$ cat src/hw/rtl/colon_command_percent_parser_macros.svh
// Assertion macros used by the parser RTL.
`ifndef COLON_COMMAND_PERCENT_PARSER_MACROS_SVH
`define COLON_COMMAND_PERCENT_PARSER_MACROS_SVH

// Same-cycle implication, sampled on clk, off while in reset.
`define CCPP_ASSERT_NOW(label, ante, cons, msg) \
	label: assert property (@(posedge clk) disable iff (!arst_n) (ante) |-> (cons)) \
		else $error(msg);

// Next-cycle implication, sampled on clk, off while in reset.
`define CCPP_ASSERT_NEXT(label, ante, cons, msg) \
	label: assert property (@(posedge clk) disable iff (!arst_n) (ante) |=> (cons)) \
		else $error(msg);

`endif

$ cat src/hw/rtl/ccpp_pkg.sv
`timescale 1ns / 1ps

package ccpp_pkg;

	// Characters the parser looks for
	localparam logic [7:0] CH_COLON = 8'h3A;
	localparam logic [7:0] CH_CR    = 8'h0D;
	localparam logic [7:0] CH_LF    = 8'h0A;
	localparam logic [7:0] CH_ZERO  = 8'h30;
	localparam logic [7:0] CH_NINE  = 8'h39;

	// Command names, one character per position
	localparam logic [7:0] CH_L = 8'h4C;
	localparam logic [7:0] CH_E = 8'h45;
	localparam logic [7:0] CH_D = 8'h44;
	localparam logic [7:0] CH_M = 8'h4D;
	localparam logic [7:0] CH_O = 8'h4F;
	localparam logic [7:0] CH_T = 8'h54;
	localparam logic [7:0] CH_R = 8'h52;

	localparam logic [2:0] LED_LEN   = 3'd3;
	localparam logic [2:0] MOTOR_LEN = 3'd5;
	localparam logic [2:0] NAME_SAT  = 3'd6;
	localparam logic [6:0] PERCENT_MAX = 7'd100;
	localparam logic [9:0] DEC_BASE    = 10'd10;

	typedef enum logic [2:0] {
		ST_OK       = 3'd0,
		ST_EMPTY    = 3'd1,
		ST_FORMAT   = 3'd2,
		ST_MISSING  = 3'd3,
		ST_UNKNOWN  = 3'd4,
		ST_NONDIGIT = 3'd5,
		ST_RANGE    = 3'd6
	} status_t;

	typedef enum logic [1:0] {
		KIND_NONE  = 2'd0,
		KIND_LED   = 2'd1,
		KIND_MOTOR = 2'd2
	} kind_t;

	typedef enum logic [1:0] {
		VERR_NONE     = 2'd0,
		VERR_NONDIGIT = 2'd1,
		VERR_RANGE    = 2'd2
	} verr_t;

	// Input word: one received byte plus end-of-command flag
	typedef struct packed {
		logic [7:0] rx_byte;
		logic       end_of_message;
	} cmd_word_t;

	// Result word
	typedef struct packed {
		status_t    status;
		kind_t      command_kind;
		logic [6:0] percent;
	} rsp_word_t;

	// Parser context carried from byte to byte
	typedef struct packed {
		logic [2:0] name_chars;
		logic       led_match;
		logic       motor_match;
		logic       separator_seen;
		logic       param_present;
		logic [6:0] accum_value;
		verr_t      value_error;
		logic       held_line_end;
		logic       text_present;
	} parse_state_t;

	localparam parse_state_t STATE_RESET = '{
		name_chars:     3'd0,
		led_match:      1'b1,
		motor_match:    1'b1,
		separator_seen: 1'b0,
		param_present:  1'b0,
		accum_value:    7'd0,
		value_error:    VERR_NONE,
		held_line_end:  1'b0,
		text_present:   1'b0
	};

endpackage

$ cat src/hw/rtl/ccpp_core.sv
`timescale 1ns / 1ps

// Parser context register and the per-byte update. Result is combinational
// and only meaningful when the stepped word carries end_of_message.
module ccpp_core (
	input  logic                 clk,
	input  logic                 arst_n,
	input  logic                 step,
	input  ccpp_pkg::cmd_word_t  word,
	output ccpp_pkg::rsp_word_t  result
);

	ccpp_pkg::parse_state_t state_q;
	ccpp_pkg::parse_state_t after_held;
	ccpp_pkg::parse_state_t after_byte;
	ccpp_pkg::kind_t        kind;
	ccpp_pkg::status_t      status;

	// Expected character of each name at a position, zero past the end
	function automatic logic [7:0] led_char(input logic [2:0] pos);
		logic [7:0] ch;
		case (pos)
			3'd0:    ch = ccpp_pkg::CH_L;
			3'd1:    ch = ccpp_pkg::CH_E;
			3'd2:    ch = ccpp_pkg::CH_D;
			default: ch = 8'h00;
		endcase
		return ch;
	endfunction

	function automatic logic [7:0] motor_char(input logic [2:0] pos);
		logic [7:0] ch;
		case (pos)
			3'd0:    ch = ccpp_pkg::CH_M;
			3'd1:    ch = ccpp_pkg::CH_O;
			3'd2:    ch = ccpp_pkg::CH_T;
			3'd3:    ch = ccpp_pkg::CH_O;
			3'd4:    ch = ccpp_pkg::CH_R;
			default: ch = 8'h00;
		endcase
		return ch;
	endfunction

	// Take one text character into the context
	function automatic ccpp_pkg::parse_state_t take_char(
		input ccpp_pkg::parse_state_t s,
		input logic [7:0]             c
	);
		ccpp_pkg::parse_state_t r;
		logic [7:0] digit;
		logic [9:0] val;
		r = s;
		digit = c - ccpp_pkg::CH_ZERO;
		val = 10'(s.accum_value) * ccpp_pkg::DEC_BASE + 10'(digit[3:0]);
		r.text_present = 1'b1;
		if (!s.separator_seen) begin
			if (c == ccpp_pkg::CH_COLON) begin
				r.separator_seen = 1'b1;
			end else begin
				if (!(s.name_chars < ccpp_pkg::LED_LEN && c == led_char(s.name_chars)))
					r.led_match = 1'b0;
				if (!(s.name_chars < ccpp_pkg::MOTOR_LEN && c == motor_char(s.name_chars)))
					r.motor_match = 1'b0;
				if (s.name_chars < ccpp_pkg::NAME_SAT)
					r.name_chars = s.name_chars + 3'd1;
			end
		end else begin
			r.param_present = 1'b1;
			if (s.value_error == ccpp_pkg::VERR_NONE) begin
				if (c < ccpp_pkg::CH_ZERO || c > ccpp_pkg::CH_NINE)
					r.value_error = ccpp_pkg::VERR_NONDIGIT;
				else if (val > 10'(ccpp_pkg::PERCENT_MAX))
					r.value_error = ccpp_pkg::VERR_RANGE;
				else
					r.accum_value = val[6:0];
			end
		end
		return r;
	endfunction

	// Line ends are held; a later byte releases them as one CR character
	always_comb begin
		after_held = state_q;
		after_byte = state_q;
		if (word.rx_byte == ccpp_pkg::CH_CR || word.rx_byte == ccpp_pkg::CH_LF) begin
			after_byte.held_line_end = 1'b1;
		end else begin
			if (state_q.held_line_end) begin
				after_held = take_char(state_q, ccpp_pkg::CH_CR);
				after_held.held_line_end = 1'b0;
			end
			after_byte = take_char(after_held, word.rx_byte);
		end
	end

	// Final-byte verdict, in ranked order
	always_comb begin
		if (after_byte.led_match && after_byte.name_chars == ccpp_pkg::LED_LEN)
			kind = ccpp_pkg::KIND_LED;
		else if (after_byte.motor_match && after_byte.name_chars == ccpp_pkg::MOTOR_LEN)
			kind = ccpp_pkg::KIND_MOTOR;
		else
			kind = ccpp_pkg::KIND_NONE;

		if (!after_byte.text_present)
			status = ccpp_pkg::ST_EMPTY;
		else if (!after_byte.separator_seen || after_byte.name_chars == 3'd0)
			status = ccpp_pkg::ST_FORMAT;
		else if (!after_byte.param_present)
			status = ccpp_pkg::ST_MISSING;
		else if (kind == ccpp_pkg::KIND_NONE)
			status = ccpp_pkg::ST_UNKNOWN;
		else if (after_byte.value_error == ccpp_pkg::VERR_NONDIGIT)
			status = ccpp_pkg::ST_NONDIGIT;
		else if (after_byte.value_error == ccpp_pkg::VERR_RANGE)
			status = ccpp_pkg::ST_RANGE;
		else
			status = ccpp_pkg::ST_OK;

		result.status = status;
		if (status == ccpp_pkg::ST_OK) begin
			result.command_kind = kind;
			result.percent      = after_byte.accum_value;
		end else begin
			result.command_kind = ccpp_pkg::KIND_NONE;
			result.percent      = 7'd0;
		end
	end

	// Context register; the final byte returns it to the reset context
	always_ff @(posedge clk or negedge arst_n) begin
		if (!arst_n) begin
			state_q <= ccpp_pkg::STATE_RESET;
		end else if (step) begin
			if (word.end_of_message)
				state_q <= ccpp_pkg::STATE_RESET;
			else
				state_q <= after_byte;
		end
	end

endmodule

$ cat src/hw/rtl/colon_command_percent_parser.sv
`timescale 1ns / 1ps
// Streaming parser for NAME:VALUE commands (NAME is LED or MOTOR, VALUE 0..100).
// cmd channel: one byte per word, end_of_message set on the last byte.
// rsp channel: one word per command (status, command_kind, percent), sent
// only for the last byte; other bytes produce nothing.
// Throughput: one byte per cycle, held up only when a final byte finds the result
// register busy; the context update between the two registers is combinational.
// Path: the final byte lands in the input register when it is accepted, and
// its result word is captured in the result register when that byte steps on.
// Reset: arst_n clears the valid flags of the input and result registers and
// the parser context; the block takes bytes right after reset is released.
// Receiver stall: ordinary bytes keep flowing while a result waits. A final
// byte that finds the result register still occupied waits in the input
// register and cmd_ready drops until the pending result is taken.
module colon_command_percent_parser (
	input  logic                clk,
	input  logic                arst_n,
	input  logic                cmd_valid,
	output logic                cmd_ready,
	input  ccpp_pkg::cmd_word_t cmd_word,
	output logic                rsp_valid,
	input  logic                rsp_ready,
	output ccpp_pkg::rsp_word_t rsp_word
);

	`include "colon_command_percent_parser_macros.svh"

	logic                valid_s1;
	ccpp_pkg::cmd_word_t word_s1;
	logic                step;
	ccpp_pkg::rsp_word_t result;
	logic                rsp_valid_q;
	ccpp_pkg::rsp_word_t rsp_q;

	// A byte moves on unless it is final and the result slot is busy
	assign step      = valid_s1 && (!word_s1.end_of_message || !rsp_valid_q || rsp_ready);
	assign cmd_ready = !valid_s1 || step;

	// Input register
	always_ff @(posedge clk or negedge arst_n) begin
		if (!arst_n) begin
			valid_s1 <= 1'b0;
		end else if (cmd_ready) begin
			valid_s1 <= cmd_valid;
		end
	end

	always_ff @(posedge clk) begin
		if (cmd_ready && cmd_valid)
			word_s1 <= cmd_word;
	end

	ccpp_core u_core (
		.clk    (clk),
		.arst_n (arst_n),
		.step   (step),
		.word   (word_s1),
		.result (result)
	);

	// Result register
	always_ff @(posedge clk or negedge arst_n) begin
		if (!arst_n) begin
			rsp_valid_q <= 1'b0;
		end else if (step && word_s1.end_of_message) begin
			rsp_valid_q <= 1'b1;
		end else if (rsp_ready) begin
			rsp_valid_q <= 1'b0;
		end
	end

	always_ff @(posedge clk) begin
		if (step && word_s1.end_of_message)
			rsp_q <= result;
	end

	assign rsp_valid = rsp_valid_q;
	assign rsp_word  = rsp_q;

	// Checks
	`CCPP_ASSERT_NOW(a_err_clears_payload,
		rsp_valid && rsp_word.status != ccpp_pkg::ST_OK,
		rsp_word.command_kind == ccpp_pkg::KIND_NONE && rsp_word.percent == 7'd0,
		"error result carries kind or percent")
	`CCPP_ASSERT_NOW(a_ok_is_sane,
		rsp_valid && rsp_word.status == ccpp_pkg::ST_OK,
		rsp_word.command_kind != ccpp_pkg::KIND_NONE
			&& rsp_word.percent <= ccpp_pkg::PERCENT_MAX,
		"ok result without kind or with percent above limit")
	`CCPP_ASSERT_NEXT(a_final_held,
		valid_s1 && !step,
		valid_s1 && $stable(word_s1),
		"held byte lost from input register")
	`CCPP_ASSERT_NEXT(a_final_lands,
		step && word_s1.end_of_message,
		rsp_valid,
		"final byte produced no result")

endmodule

$ cat config.mk
export PLATFORM = sky130hd
export DESIGN_NAME = colon_command_percent_parser
export DESIGN_NICKNAME = d
export VERILOG_FILES = /design/src/hw/rtl/ccpp_pkg.sv /design/src/hw/rtl/ccpp_core.sv /design/src/hw/rtl/colon_command_percent_parser.sv
export VERILOG_INCLUDE_DIRS = /design/src /design/src/hw/rtl
export SDC_FILE = /design/constraint.sdc
export NUM_CORES = 1
export LEC_CHECK = 0
export BUFFER_PORTS_ARGS = -buffer_cell sky130_fd_sc_hd__buf_4
export CORE_ASPECT_RATIO = 2
export CORE_MARGIN = 2
export CORE_UTILIZATION = 60
export DETAILED_ROUTE_END_ITERATION = 12
export PLACE_DENSITY_LB_ADDON = 0.3
export SETUP_SLACK_MARGIN = 0.4
export SLEW_MARGIN = 20
export SYNTH_ARGS = -nofsm -noshare
export SYNTH_HDL_FRONTEND = slang
export SYNTH_SLANG_ARGS = --single-unit
$ cat constraint.sdc
create_clock -name clk -period 5.08 [get_ports clk]
set_input_delay 1.016 -clock clk [delete_from_list [all_inputs] [get_ports clk]]
set_output_delay 1.016 -clock clk [all_outputs]
set_load 0.02 [all_outputs]
* Word-level counts from Yosys, hierarchy flattened *
Index checks and enable logic that the tools add are counted.

word-level totals
  register bits = 41
  input port bits = 13
  output and inout port bits = 14
  word-level logic and storage cells = 128

cells by class
  $add $sub $neg = 4
  multipliers = 1
  order comparisons = 9
  equality and inequality tests = 19
  mux-type cells = 50
  reduce and logical (&&, ||, !) cells = 29

operator list
  operator                                                                count
  8-bit 2-to-1 mux                                                        12
  7-bit case mux with 4 select lines                                      2
  18-bit 2-to-1 mux                                                       3
  7-bit case mux with 3 select lines                                      2
  3-bit 2-to-1 mux                                                        8
  10-bit 2-to-1 mux                                                       2
  4-bit by 8-bit equality test with 1-bit output (first input constant)   2
  8-bit by 4-bit equality test with 1-bit output (second input constant)  2
  8-bit equality test                                                     2
  16-bit 2-to-1 mux                                                       1
  3-bit by 2-bit equality test with 1-bit output (second input constant)  5
  7-bit 2-to-1 mux                                                        2
  3-bit zero test                                                         4
  3-bit less-than comparator (second input constant)                      4
  10-bit by 4-bit adder with 10-bit output                                1
  10-bit by 7-bit > comparator with 1-bit output (second input constant)  1
  2-bit 2-to-1 mux                                                        5
  5-bit 2-to-1 mux                                                        2
  3-bit equality test (second input constant)                             3
  1-bit logical AND                                                       9
  7-bit by 3-bit multiplier with 9-bit output (second input constant)     1
  1-bit 2-to-1 mux                                                        9
  9-bit 2-to-1 mux                                                        1
  8-bit by 6-bit equality test with 1-bit output (second input constant)  1
  other kinds (14)                                                        28

* Depth between registers and ports, before layout *
Gate-level depths: netlist of the first run.

  word-level depth = 34
  gate-level depth with buffers = 18
  depth with buffers taken out = 18

* Cells and area by module *
From an unflattened synthesis of the first run, not the netlist that was laid out.

second synthesis, totals
  cells, all modules = 282
  area total of the unflattened synthesis = 2887.8 sq um

modules (own cells, without submodules)
  module                        times used  cells an instance  area an instance (sq um)  sequential area each (sq um)
  ccpp_core                     1           251                2150.8                    452.9
  colon_command_percent_parser  1           31                 737.0                     680.7

* Worst setup path after synthesis of the first run *
No wires, ideal clock.

  kind = reg-to-reg
  from = register u_core.state_q[6] (netlist bit)
  to = register rsp_q (netlist bit rsp_word[0]), data pin
  setup time = 139 ps
  data arrival time = 3697 ps
  data required time = 4941 ps
  path slack = 1244 ps
  stages on the path, launching flop included = 17
  buffers on the path = 0
  period minus slack after synthesis = 3836 ps
  cell sequence = dfrtp_1 ha_1 ha_1 a211oi_1 nor4b_1 nor4b_1 nor4_1 a21oi_1 o22ai_1 nand2_1 a21oi_1 ha_1 inv_1 or3_1 or4_1 a21o_1 nor2_1

between the ends
  longest elaborated chain between the ends = 19
  elaborated cells between the ends (all ways) = 22
  classes of those cells = 1 x add/sub; 1 x mul; 1 x order compare; 2 x eq/ne; 16 x mux; 1 x reduce/logical

RTL lines
  element                                           RTL line                            text
  start: declaration                                ccpp_core.sv:13                     ccpp_pkg::parse_state_t state_q;
  start signal: assignment                          ccpp_core.sv:133                    state_q <= ccpp_pkg::STATE_RESET;
  start signal: assignment                          ccpp_core.sv:136                    state_q <= ccpp_pkg::STATE_RESET;
  start signal: assignment                          ccpp_core.sv:138                    state_q <= after_byte;
  10-bit 2-to-1 mux                                 ccpp_core.sv:56                     if (!s.separator_seen) begin
  18-bit 2-to-1 mux *                               ccpp_core.sv:88                     if (state_q.held_line_end) begin
  18-bit 2-to-1 mux *                               ccpp_core.sv:85                     if (word.rx_byte == ccpp_pkg::CH_CR || word.rx_byte == ccpp_pkg::CH_LF) begin
  7-bit by 3-bit multiplier with 9-bit output *     ccpp_core.sv:54                     val = 10'(s.accum_value) * ccpp_pkg::DEC_BASE + 10'(digit[3:0]);
  10-bit by 4-bit adder with 10-bit output *        ccpp_core.sv:54
  10-bit by 7-bit > comparator with 1-bit output *  ccpp_core.sv:72                     else if (val > 10'(ccpp_pkg::PERCENT_MAX))
  2-bit 2-to-1 mux                                  ccpp_core.sv:72
  2-bit 2-to-1 mux                                  ccpp_core.sv:70                     if (c < ccpp_pkg::CH_ZERO || c > ccpp_pkg::CH_NINE)
  (+3 left out)                                     n/a
  2-bit equality test                               ccpp_core.sv:115                    else if (after_byte.value_error == ccpp_pkg::VERR_RANGE)
  3-bit 2-to-1 mux                                  ccpp_core.sv:115
  3-bit 2-to-1 mux                                  ccpp_core.sv:113                    else if (after_byte.value_error == ccpp_pkg::VERR_NONDIGIT)
  3-bit 2-to-1 mux                                  ccpp_core.sv:111                    else if (kind == ccpp_pkg::KIND_NONE)
  3-bit 2-to-1 mux                                  ccpp_core.sv:109                    else if (!after_byte.param_present)
  3-bit 2-to-1 mux                                  ccpp_core.sv:107                    else if (!after_byte.separator_seen || after_byte.name_chars == 3'd0)
  3-bit 2-to-1 mux                                  ccpp_core.sv:105                    if (!after_byte.text_present)
  3-bit zero test                                   ccpp_core.sv:121                    if (status == ccpp_pkg::ST_OK) begin
  end signal: assignment                            colon_command_percent_parser.sv:74  rsp_q <= result;
  end: declaration                                  colon_command_percent_parser.sv:33  ccpp_pkg::rsp_word_t rsp_q;

Every way passes the cells marked *; elsewhere a longest branch is shown, timed or not. The select of a mux whose other input is x is not followed.
A chain may end at the register's enable or synchronous reset.

* Worst setup path after layout of the first run *
  from = register u_core.state_q[6] (netlist bit)
  to = register rsp_q (netlist bit rsp_word[5]), data pin

between the ends
  longest elaborated chain between the ends = 19
  elaborated cells between the ends (all ways) = 22
  classes of those cells = 1 x add/sub; 1 x mul; 1 x order compare; 2 x eq/ne; 16 x mux; 1 x reduce/logical

RTL lines
  element                                         RTL line
  10-bit 2-to-1 mux                               ccpp_core.sv:56
  18-bit 2-to-1 mux *                             ccpp_core.sv:88
  18-bit 2-to-1 mux *                             ccpp_core.sv:85
  7-bit by 3-bit multiplier with 9-bit output *   ccpp_core.sv:54
  10-bit by 4-bit adder with 10-bit output *      ccpp_core.sv:54
  10-bit by 7-bit > comparator with 1-bit output  ccpp_core.sv:72
  2-bit 2-to-1 mux                                ccpp_core.sv:72
  2-bit 2-to-1 mux                                ccpp_core.sv:70
  (+3 left out)                                   n/a
  2-bit equality test                             ccpp_core.sv:115
  3-bit 2-to-1 mux                                ccpp_core.sv:115
  3-bit 2-to-1 mux                                ccpp_core.sv:113
  3-bit 2-to-1 mux                                ccpp_core.sv:111
  3-bit 2-to-1 mux                                ccpp_core.sv:109
  3-bit 2-to-1 mux                                ccpp_core.sv:107
  3-bit 2-to-1 mux                                ccpp_core.sv:105
  3-bit zero test                                 ccpp_core.sv:121

Marked as above.

==> results of run 1 <==
cells in the mapped netlist (6+ instances only):
library cell / instances
o21ai_0: 20
mux2i_1: 9
ha_1: 22
nand3_1: 14
dfrtp_1: 18
inv_1: 22
nor3b_1: 6
nor2_1: 28
clkbuf_1: 6
xnor2_1: 6
nand2_1: 18
edfxtp_1: 21
a21oi_1: 13
o22ai_1: 7
power breakdown:
| part | switching, mW | total [mW] | internal (mW) |
|---|---|---|---|
| clock network | 0.110 | 0.270 | 0.160 |
| logic | 0.240 | 0.410 | 0.170 |
| registers | 0.0440 | 0.426 | 0.382 |
| total | 0.394 | 1.11 | 0.712 |
worst max-delay path, delay by kind of cell (launching register included):
family	cells	cell delay (ns)
buf+inv	1	0.05
flops	1	0.44
fa+ha+maj	3	0.94
compound gates	5	1.02
simple gates	7	1.73
path summary, 6_finish.rpt:
path | cells after the start | slack [ns] | to | startpoint
setup / recovery | 16 | 0.76 | rsp_word[5]$_SDFFCE_PP0P_ | u_core.state_q[6]$_DFFE_PN0P_
hold / removal | 2 | 0.50 | u_core.state_q[13]$_DFFE_PN1P_ | u_core.state_q[13]$_DFFE_PN1P_
setup reg to reg | 16 | 0.76 | rsp_word[5]$_SDFFCE_PP0P_ | u_core.state_q[6]$_DFFE_PN0P_
hold reg to reg | 2 | 0.50 | u_core.state_q[13]$_DFFE_PN1P_ | u_core.state_q[13]$_DFFE_PN1P_
max in group asynchronous | 1 | 4.19 | u_core.state_q[14]$_DFFE_PN1P_ | arst_n
min in group asynchronous | 1 | 0.60 | u_core.state_q[9]$_DFFE_PN0P_ | arst_n
cell families after synthesis:
group | after synthesis | synth area share
AND/OR/NAND/NOR | 115 | 0.219
AO/OA/AOI/OAI | 83 | 0.188
flip-flops | 41 | 0.378
buffers and inverters | 34 | 0.0497
adder cells (fa/ha/maj) | 24 | 0.105
multiplexers | 10 | 0.0338
XOR/XNOR | 9 | 0.0263
metal layers:
layer | wire length (um) | vias up
met1 | 2510 | 1200
met4 | 432 | 0
li1 | - | 1226
met5 | 0 | -
met3 | 236 | 28
met2 | 4020 | 77
stage by stage:
| step | cell area, um^2 | utilization | setup WS (ns) |
|---|---|---|---|
| floorplan | 3000 | - | 1.24 |
| global placement | 3210 | 0.660 | 0.952 |
| detailed placement | 3210 | 0.660 | 0.811 |
| CTS | 3330 | 0.684 | 0.781 |
| global route | 3330 | 0.684 | 0.459 |
| finish | 3330 | 0.684 | 0.756 |
state kept, by name, summed over array words and instances (netlist names):
| register | cells |
|---|---|
| u_core.state_q | 18 |
| rsp_word | 12 |
| word_s1 | 9 |
| rsp_valid | 1 |
| valid_s1 | 1 |
layout by cell type, fill, tap and decap left out, drive strengths merged, types with 5 or more instances in the layout:
cell type,netlist,final
edfxtp,21,21
inv,22,22
o21ai,21,21
or3,5,5
or3b,7,7
nor2,28,28
nor3,5,5
ha,22,22
mux2i,9,9
buf,5,27
a21oi,13,13
dfrtp,18,18
clkbuf,6,7
o22ai,7,7
nand3,14,14
a21o,5,5
xnor2,6,6
nand2,18,18
nor3b,6,6
final cells by class:
class / count / area share
multi-input combinational: 241 / 0.516
sequential: 41 / 0.341
timing repair buffer: 27 / 0.0609
clock buffer: 7 / 0.0260
inverter: 23 / 0.0260
tap: 57 / 0.0214
clock inverter: 1 / 0.00903
==> results list, run 1 <==
- Lkg Pwr: 1.40 nW
* Power density relative to cell area: 333 nW/um^2
- Counting the buffers created by CTS gives 5.
- Of the cells placed in the final design, the portion with a size suffix greater than 1 is 0.141.
- In the final timing run, aggregate negative setup slack is 0 ns.
- Final hold vios: 0
* Area of the die: 5610 um^2
- Final wirelength: 7200 um
- For this run, global-route usage on met1 was measured as 0.287.
- The most numerous cell type found on the critical path is ha_1.
* ANT cells: 0
- Using the TritonRoute via totals, the vias-per-cell ratio works out to 6.38.
- Data on the critical path is required at its endpoint by 5.23 ns.
* I/O pin count: 27
- The first detailed-routing pass ran for 4 iterations.
- The worst setup path is captured at a flop.
- RSZ-0062 raised after global routing: no
- The multi-input combinational cells in the finished layout cover a total of 1720 um^2.
* Async set-or-reset flop fraction in the synthesized netlist: 0.488
- Worst clock skew: 0.0112 ns
- Overall die width: 54.0 um
- After legalization and detailed placement, the total HPWL measured 5500 um.
- Post-CTS setup buffers: 0
- Row generation in the floorplan step produced 36 rows.
- The clock reaches the later pin of the worst-skew pair after 0.29 ns.
* NumNets Final: 376
- Y dimension of the die: 104 um
- Highest fanout seen on the critical path: 7
* Area of the core region: 4860 um^2
* Max-slew headroom: 0.388
- PortBufs: 26
- Root buffer cell: clkbuf_8
- Total gr overflow: 0
* Worst stage delay on the critical path: 0.48 ns
* Total power: 1.11 mW
- Data arrival time at the worst-slack endpoint: 4.48 ns
* Worst hold slack: 0.501 ns
- GR Layer Usage met3: 0.0273
- Counting every sink on the clock net gives 41.
- Storage element area: 1130 um^2
* Htree depth: 2
- Fin cells: 397
- Fill cells in the final layout number 410.
- Count of hold-fix buffers inserted at cts: 0
- TritonCTS built the clock tree.
* Synthesized net count: 353
- Number of enable-type register cells in the synthesized netlist: 21
* DRC marker count from the first detailed-route iteration: 94
* Slew Limit Fails: 0
- Walking the worst path, the cells encountered are ha_1, ha_1, a211oi_1, nor4b_1, nor4b_1, nor4_1, a21oi_1, o22ai_1, nand2_1, a21oi_1, ha_1, inv_1, or3_1, or4_1, a21o_1, nor2_1.
- In this run the deepest clock path goes through 2 buffers.
- Type of the worst setup path: flop to flop
- Across the run, the number of max-cap violations was 0.
- Derived from the worst setup path, the maximum achievable clock frequency is 231 MHz.
* Effective utilization at floorplan: 0.616
* Period utilisation layout: 0.851
* CP Launch Type: flop
* All-layer global routing usage: 0.279
* Initial antenna violation count: 0
* Worst hold path class: flop to flop
- Sequential-to-total area share from yosys stat: 0.378
* Post-cts gate resize count: 0
- Count of unresolved DRC violations after routing: 0
* Number of nets with antenna violations after routing: 0
- Flops & latches, synth: 41
* Number of instances in the synthesized netlist: 316
- Synthesis instantiated 62 different standard cells from the library.
- Layer carrying the most global-route usage: met2
* Top-area cell type share of the netlist area: 0.210
- The run finished with clean final reports.
- From synthesis to final layout, the design area changed by 10.9%.
- On the critical path, the stage with the largest delay is an instance of nor4b_1.
- In the global route stage, met2 resource usage came out at 0.502.
- Across all layers, the routed design uses 2,531 vias.
* Netlist Area Pre-Place: 3000 um^2
- The first global-routing pass estimated 11,600 um of wire.
- Final setup violating endpoints: 0
* Clock-pin slew on the worst setup and hold paths: 0.08 ns
- Library cell with the largest summed area after synthesis: edfxtp_1
* Drt wl/cell: 18.1 um
- Routability-driven placement congestion ratio: 0.917
- Entering global routing, the biggest net connects 22 pins.
- Largest cells by area after synthesis: edfxtp_1 (21%), dfrtp_1 (15%), ha_1 (9.2%)
- Maximum vdd drop: 0.230 mV
* Least-Margin Pin Slew: 0.919 ns
- For this run, the number of Yosys warnings is 0.
* Average size of a mapped cell: 9.49 um^2
* Vias in the first global route: 2,483
- Dominant register cell in the synthesized netlist: edfxtp_1
- For the finished layout, the period the worst path requires is 4.32 ns.
- Total placed cells including tap cells: 389
(Power assumes the default switching activity.)
==> inputs of run 2 (changes only) <==
--- a/config.mk
+++ b/config.mk
@@ -8,10 +8,10 @@
 export LEC_CHECK = 0
 export BUFFER_PORTS_ARGS = -buffer_cell sky130_fd_sc_hd__buf_4
 export CORE_ASPECT_RATIO = 2
-export CORE_MARGIN = 2
-export CORE_UTILIZATION = 60
+export CORE_UTILIZATION = 61
 export DETAILED_ROUTE_END_ITERATION = 12
 export PLACE_DENSITY_LB_ADDON = 0.3
+export REMOVE_ABC_BUFFERS = 1
 export SETUP_SLACK_MARGIN = 0.4
 export SLEW_MARGIN = 20
 export SYNTH_ARGS = -nofsm -noshare
==> constraint.sdc (replaced) <==
create_clock -name clk -period 5.5 [get_ports clk]
set_input_delay 1.1 -clock clk [delete_from_list [all_inputs] [get_ports clk]]
set_output_delay 1.1 -clock clk [all_outputs]
set_load 0.02 [all_outputs]
==> run 2 against run 1 <==
  * Final cell count is 0.50% lower
  * Clock-buffer cell count stayed put
  * Design area is 1.1% lower
  * Setup slack better by 0.33 ns
  * Clock power is 31% lower
  * Hold slack better by 0.0069 ns
  * Power is 13% lower
  * Sequential share of layout area is 0.39 points higher
  * Sequential cell count stayed put
  * Critical path depth stayed put
  * Global-route usage is 2.4 points higher
  * Largest cell class unchanged
  * Highest routed layer unchanged
==> results list, run 2 (synthesized netlist as in run 1, its figures left out) <==
- The flow ran to the end, and the final reports show no timing, DRC or antenna violations.
- Counting every sink on the clock net gives 41.
* Effective utilization at floorplan: 0.646
- STA classifies the critical path endpoint as a flop.
- Total gr overflow: 0
* Number of buffer and inverter stages on the critical path: 1
- Final hold vios: 0
- Via/cell ratio: 6.48
* CP Launch Type: flop
* Count of unresolved DRC violations after routing: 0
- Wire length of the first global-routing pass: 11,700 um
* Fin Setup TNS: 0 ns
- The initial antenna violation count came to 0.
* Least-Margin Pin Slew: 0.954 ns
- Entering global routing, the biggest net connects 22 pins.
- Post-CTS setup buffers: 0
- The worst path needs 4.41 ns of the cycle, external delays included.
- Data arrival time at the worst-slack endpoint: 4.57 ns
- In this run the clock root is driven by a clkbuf_8.
- Wires add up to 7290 um.
* I/O pin count: 27
- Once detailed placement completed, the half-perimeter wirelength came to 5620 um.
- For this design the ratio of total power to cell area is 293 nW/um^2.
* Most frequent cells in the layout: nor2_1 (28), buf_4 (27), inv_1 (22), ha_1 (22), edfxtp_1 (21)
- Critical-path cell with the highest stage delay: nor4b_1
- Family with the most delay on the worst path: simple AND/OR/NAND/NOR gates
- CTS tree: built
- The min-delay analysis places its worst path in the category flop to flop.
- Maximum vdd drop: 0.226 mV
* Final setup violating endpoints: 0
- Fill cells in the final layout number 385.
* Register bank with the most flops: u_core.state_q
* Cell breakdown of the critical path: ha_1, ha_1, a211oi_1, nor4b_1, nor4b_1, nor4_1, a21oi_1, o22ai_1, nand2_1, a21oi_1, ha_1, inv_1, or3_1, or4_1, a21o_1, nor2_1
* Instance count along the most critical hold path: 2
- Max-cap violations: 0
- The die is 101 um tall.
* Area of the die: 5220 um^2
- Compared with the post-synthesis result, the final layout area differs by 9.68%.
- Number of cell instances on the worst register-to-register path: 16
* DRC marker count from the first detailed-route iteration: 69
* Number of buffers between clock root and the deepest sink: 2
- The largest single stage delay on the critical path is 0.53 ns.
- Max-slew headroom: 0.364
* Leading cell type in the layout, fill and taps excluded: nor2_1
* Lkg Pwr: 1.38 nW
- The largest registers in the layout are u_core.state_q: 18 flops, rsp_word: 12 flops, word_s1: 9 flops.
- In this run the number of cells on the critical path is 16.
* Period utilisation layout: 0.802
* Area of the core region: 4640 um^2
* Data required time of the critical path: 5.65 ns
- The cell that appears most often on the critical path is ha_1.
* Number of nets with antenna violations after routing: 0
* Drt wl/cell: 18.5 um
- Highest clock rate: 227 MHz
* Clock insertion delay at the later pin of the skew report: 0.29 ns
* All-layer global routing usage: 0.303
* NumNets Final: 376
- The register with the most flip-flops in the layout has 18 of them.
* Slew Limit Fails: 0
- The clock arrives with 0.0121 ns of skew.
* Number of clock buffers inserted by TritonCTS: 5
- Highest fanout seen on the critical path: 7
* Type of the worst setup path: flop to flop
- Detailed-router iteration count before antenna repair: 4
* RSZ-0062 raised after global routing: no
- Clock-pin slew was measured on the worst setup and hold paths at 0.08 ns.
- Count of hold-fix buffers inserted at cts: 0
* ANT cells: 0
- In the final layout, the share of cells above drive strength 1 is 0.138.
- Total number of vias: 2,558
- Routability-driven placement congestion ratio: 0.904
- Count of standard-cell rows: 35
- Worst hold slack: 0.508 ns
- The H-tree was split into 2 levels.
- Vias in the first global route: 2,540
- Overall die width: 51.6 um
- Post-cts gate resize count: 0
- PortBufs: 26
-- run 2: cell count changes in the layout (fill, tap and decap cells not counted), sizes merged --
cell / change
bufinv: -1
clkinv: +1
-- run 2: layout make-up --
type	instances	area, um^2	share of cell area
Clock buffer	7	76.3	0.0232
Clock inverter	1	5.00	0.00152
Inverter	23	86.3	0.0263
Multi-Input combinational cell	241	1720	0.522
Sequential cell	41	1130	0.345
Tap cell	55	68.8	0.0209
Timing Repair Buffer	27	203	0.0616
-- run 2: path summary, 6_finish.rpt --
kind / startpoint / end / slack, ns
min reg2reg: u_core.state_q[13]$_DFFE_PN1P_ / u_core.state_q[13]$_DFFE_PN1P_ / 0.51
min: u_core.state_q[13]$_DFFE_PN1P_ / u_core.state_q[13]$_DFFE_PN1P_ / 0.51
max in group asynchronous: arst_n / u_core.state_q[13]$_DFFE_PN1P_ / 4.51
max reg2reg: u_core.state_q[6]$_DFFE_PN0P_ / rsp_word[6]$_SDFFCE_PP0P_ / 1.09
max: u_core.state_q[6]$_DFFE_PN0P_ / rsp_word[6]$_SDFFCE_PP0P_ / 1.09
min in group asynchronous: arst_n / valid_s1$_DFFE_PN0N_ / 0.69
-- run 2: where the power goes --
part / switching, mW / total [mW] / internal (mW) / leakage [nW]
Combinational: 0.225 / 0.383 / 0.158 / 0.882
Sequential: 0.0394 / 0.392 / 0.353 / 0.460
Clock: 0.0981 / 0.187 / 0.0891 / 0.0422
Total: 0.362 / 0.962 / 0.600 / 1.38
-- run 2: worst register-to-register path, delay by kind of cell (launching register included) --
family                   cells  cell delay, ns
buffers and inverters        1            0.05
AO/OA/AOI/OAI                5            1.06
AND/OR/NAND/NOR              7            1.82
flip-flops                   1            0.43
adder cells (fa/ha/maj)      3            0.92
-- run 2: per-layer routing --
layer	GRT usage	share of wire
met2	0.585	0.58
met3	0.0345	0.030
met5	0	0
met1	0.290	0.34
met4	0.173	0.051
-- run 2: per-stage QoR --
stage,std cells,utilization,power (mW),setup slack (ns),cell area [um^2]
floorplan,305,-,0.674,1.54,2940
global route,395,0.708,1.01,0.823,3290
finish,395,0.708,0.962,1.09,3290
detailed placement,387,0.691,0.775,1.17,3210
global placement,387,0.691,0.760,1.36,3210
CTS,395,0.708,0.960,1.14,3290
